### src/hdl/upta_ram.sv
// Generic single-write, single-read RAM with a registered read port.
// Stand-alone; used for the port bitmap and the owner table.
module upta_ram #(
    parameter int WIDTH = 8,
    parameter int DEPTH = 256
) (
    input  logic                     i_clk,
    input  logic                     i_we,
    input  logic [$clog2(DEPTH)-1:0] i_waddr,
    input  logic [WIDTH-1:0]         i_wdata,
    input  logic [$clog2(DEPTH)-1:0] i_raddr,
    output logic [WIDTH-1:0]         o_rdata
);

    logic [WIDTH-1:0] r_mem [DEPTH];
    logic [WIDTH-1:0] r_rdata;

    always_ff @(posedge i_clk) begin
        if (i_we) begin
            r_mem[i_waddr] <= i_wdata;
        end
        r_rdata <= r_mem[i_raddr];
    end

    assign o_rdata = r_rdata;

endmodule

### config.mk
export PLATFORM = sky130hd
export DESIGN_NAME = upta_ram
export DESIGN_NICKNAME = d
export VERILOG_FILES = /design/src/hdl/upta_ram.sv
export SDC_FILE = /design/constraint.sdc
export NUM_CORES = 2
export LEC_CHECK = 0
export ABC_AREA = 1
export BUFFER_PORTS_ARGS = -buffer_cell sky130_fd_sc_hd__buf_2
export CAP_MARGIN = 20
export CELL_PAD_IN_SITES_DETAIL_PLACEMENT = 1
export CELL_PAD_IN_SITES_GLOBAL_PLACEMENT = 2
export CORE_MARGIN = 8
export CORE_UTILIZATION = 48
export CTS_CLUSTER_SIZE = 12
export DETAILED_ROUTE_END_ITERATION = 6
export GPL_ROUTABILITY_DRIVEN = 0
export PLACE_DENSITY_LB_ADDON = 0.1
export REMOVE_ABC_BUFFERS = 1
export SETUP_SLACK_MARGIN = 0.1
export SLEW_MARGIN = 5
export SYNTH_ARGS = -nofsm -noshare
export SYNTH_HDL_FRONTEND = slang
export SYNTH_SLANG_ARGS = --single-unit
### constraint.sdc
create_clock -name i_clk -period 4.3 [get_ports i_clk]
set_clock_uncertainty 0.05 [all_clocks]
set_input_delay 0.86 -clock i_clk [delete_from_list [all_inputs] [get_ports i_clk]]
set_output_delay 0.86 -clock i_clk [all_outputs]
set_load 0.03 [all_outputs]
Yosys cells after proc, flatten, opt, wreduce, memory -nomap -nowiden
Memory sizes are Yosys's and may differ from the RTL's. A register that Yosys moved wholly into a read port is not among the register bits.
Index checks and enable logic that the tools add are counted.
{ "op_classes": {"n_mux": 2} }
{ "op_table": {"columns": ["op", "n"], "rows": [
  ["$mux W1", 2]
]} }
{ "totals": {"ramBits": 2048, "memories": 1, "ff_bits": 0} }
{ "mem_list": {"columns": ["memory", "words", "word_bits", "rd", "rd_clocked_by_memory_dff", "write_ports", "line_no", "text"], "rows": [
  ["r_mem", 256, 8, 1, 1, 1, "15", "logic [WIDTH-1:0] r_mem [DEPTH];"]
]} }

Longest topological paths before layout
{ "depth": {"word_depth": 2, "mapped_depth": 15, "ltp_nobuf": 11} }

Worst setup path before layout
Ideal clock, no wire load.
{ "synth_path": {"path_kind": "input to register", "from": "in i_we", "to": "mem r_mem[162][0], enable pin", "stages": 4, "t_arrival_ps": 1981, "path_slack_ps": 1899, "required_ps": 3880, "cell_sequence": "clkbuf_1 nand3_1 clkbuf_1 nor2_1"} }
{ "synth_via": {"elab_chain_len": 2} }
{ "synth_rtl": {"columns": ["element", "line_no", "text"], "rows": [
  ["from (decl)", "8", "input logic i_we,"],
  ["$mux W1", "19", "if (i_we) begin"],
  ["$mux W1 (implied by the code)", "20", "r_mem[i_waddr] <= i_wdata;"],
  ["to (decl)", "15", null]
]} }
Every way passes these cells.

==> out/metrics.yaml <==
status:
  outcome: "completed"
power_and_ir_drop:
  power_w: 0.0417
  power_density_mw_per_mm2: 444
  ir_worst_vdd_mv: 0.438
  p_leak_nw: 33.0
detailed_routing:
  viasPerCell: 5.86
  first_iter_violations: 5603
  wirelength_um: 264000
  vias: 56500
  wl_per_cell_um: 27.4
  dr.pass1.iters: 5
  drc: 0
  antenna_left: 0
synthesis:
  synth-seq-cells: 2056
  yosysTopAreaCell: "edfxtp_1"
  synthCells: 7003
  synth_top_area_share_pct: 73.7
  ys_types: 14
  synth_area_leaders: "edfxtp_1 (74%), nand3_1 (12%), nand2_1 (9.6%)"
  synth_area_mm2: 0.0834
  ys_warn_count: 0
  syn_avg_cell_area_um2: 11.9
  ys_seq_area_share_pct: 73.9
cts:
  htreeDepth: 4
  clock_tree.root_cell: "clkbuf_16"
  clk_latency_ns: 0.85
  clk_path_buf_depth: 3
  path_clk_slew_ns: 0.06
  cts_hold_buffers: 0
  cts_made_buffers: 211
  post-cts-setup-buffers: 0
  cts_tree: "done"
  cts_sinks: 2056
  cts-resized-gates: 0
sta:
  tightest_slew_ns: 1.01
  hold_viol_final: 0
  rsz0062_at_grt: "no"
  fin_tns_setup_ns: 0
  period_minus_slack_ns: 3.06
  max_slew_margin_pct: 32.5
  finalCritPeriodShare_pct: 71.2
  maxSlewViolCount: 0
  setup_violations: 0
  fmax_ghz: 0.326
global_routing:
  antenna_found_initial: 11
  grt_pass1_vias: 58200
  track_usage_pct: 27.8
  grt_pass1_wl_um: 389000
  gr-total-overflow: 0
  grt_max_degree: 124
worst_setup_path:
  start_kind: "input pin"
  reg2reg_slack_ns: 2.15
  slowest_delay_ns: 0.33
  cp.required_ns: 5.04
  crit_arrival_ns: 3.80
  cp-end-kind: "flip-flop"
  crit_path_top_delay_cell: "buf_12"
  criticalPathCategory: "input pin to flip-flop"
  cp_cell_sequence: "buf_8, inv_16, buf_12, buf_12, nand2_1, nand3_1, nand3_1, nand3_1, nand3_1, nand3_1, nand3_1, nand2_1, nand2_1, nand2_1"
  crit_fanout: 94
  crit_path_frequent_cell: "nand3_1"
final_layout:
  layout.nets: 7177
  layout_commonest_cell: "nand2_1"
  layout-drive-gt1-share_pct: 9.45
  layout_common_cells: "nand2_1 (2110), edfxtp_1 (2048), nand3_1 (2019)"
  syn_to_final_growth_pct: 12.7
  finalNonFillerCells: 9652
place:
  place.port_buffers: 33
  hpwl_um: 157000
  dpl.cell_count: 9263
floorplanning:
  num_rows: 153
  io_pins: 34
  core_area_mm2: 0.173
  dieArea_mm2: 0.187
  initial_core_util_pct: 48.1
  die-height_um: 433
  die_w_um: 433
job:
  cap_violations: 0
hold_path:
  hp-class: "input pin to flip-flop"
[critical path, delay by kind of cell]
family                 cells  cell delay [ns]
AND/OR/NAND/NOR           10             1.57
buffers and inverters      4             1.13
[area by class of cell]
cell class                      count  area, um2
Fill cell                       17600      79200
Clock buffer                      295       5780
Timing Repair Buffer              418       3860
Tap cell                         2325       2910
Inverter                           39        183
Sequential cell                  2056      61700
Antenna cell                        7       17.5
Multi-Input combinational cell   4425      19200
Clock inverter                     87        439
[synthesized netlist by cell type]
library cell and number:
nand2_1 2123, buf_1 40, inv_2 2, buf_4 46, edfxtp_1 2048, nand3_1 2019
clkbuf_1 112, buf_8 1, dfxtp_1 8, buf_6 16, nor2_1 283, inv_1 36
inv_4 1, buf_2 268
[layer usage]
metal	vias up	GRT usage [%]	share of wire (%)
met5	-	0	0.0049
li1	25200	-	-
met4	2	8.40	2.8
met3	391	4.06	5.9
met1	29200	39.1	44
met2	1771	45.2	48
[report_power, final]
part           leakage, nW  total (W)  switching [W]  internal [W]
sequential            18.5     0.0221      0.0000348        0.0221
clock                 3.04     0.0169        0.00759       0.00931
combinational         11.5    0.00271        0.00207      0.000643
[per-stage QoR]
stage	util (%)	hold WS (ns)	setup slack (ns)	instance area, um2
6_report	54.3	0.390	1.24	94000
5_1_grt	54.3	0.366	1.20	94000
4_1_cts	54.3	0.322	1.34	94000
3_5_place_dp	50.7	0.963	0.445	87800
3_3_place_gp	50.7	0.930	0.485	87800
2_1_floorplan	-	0.785	-2.26	80900
[flip-flops by register name, summed over array words and instances, names as in the netlist]
signal	flops
o_rdata	8
r_mem	2048
[worst paths after layout]
path	from	end	cells after the start
setup reg to reg	r_mem[229][2]	o_rdata[2]	10
hold reg to reg	r_mem[128][7]	o_rdata[7]	10
setup / recovery	i_raddr[0]	o_rdata[1]	14
hold / removal	i_raddr[7]	o_rdata[7]	3
[cells by family after synthesis]
group | synth area share (%)
buf+inv | 3.12
flops | 73.9
simple gates | 22.9
No activity file was read; power rests on OpenSTA's default activity.
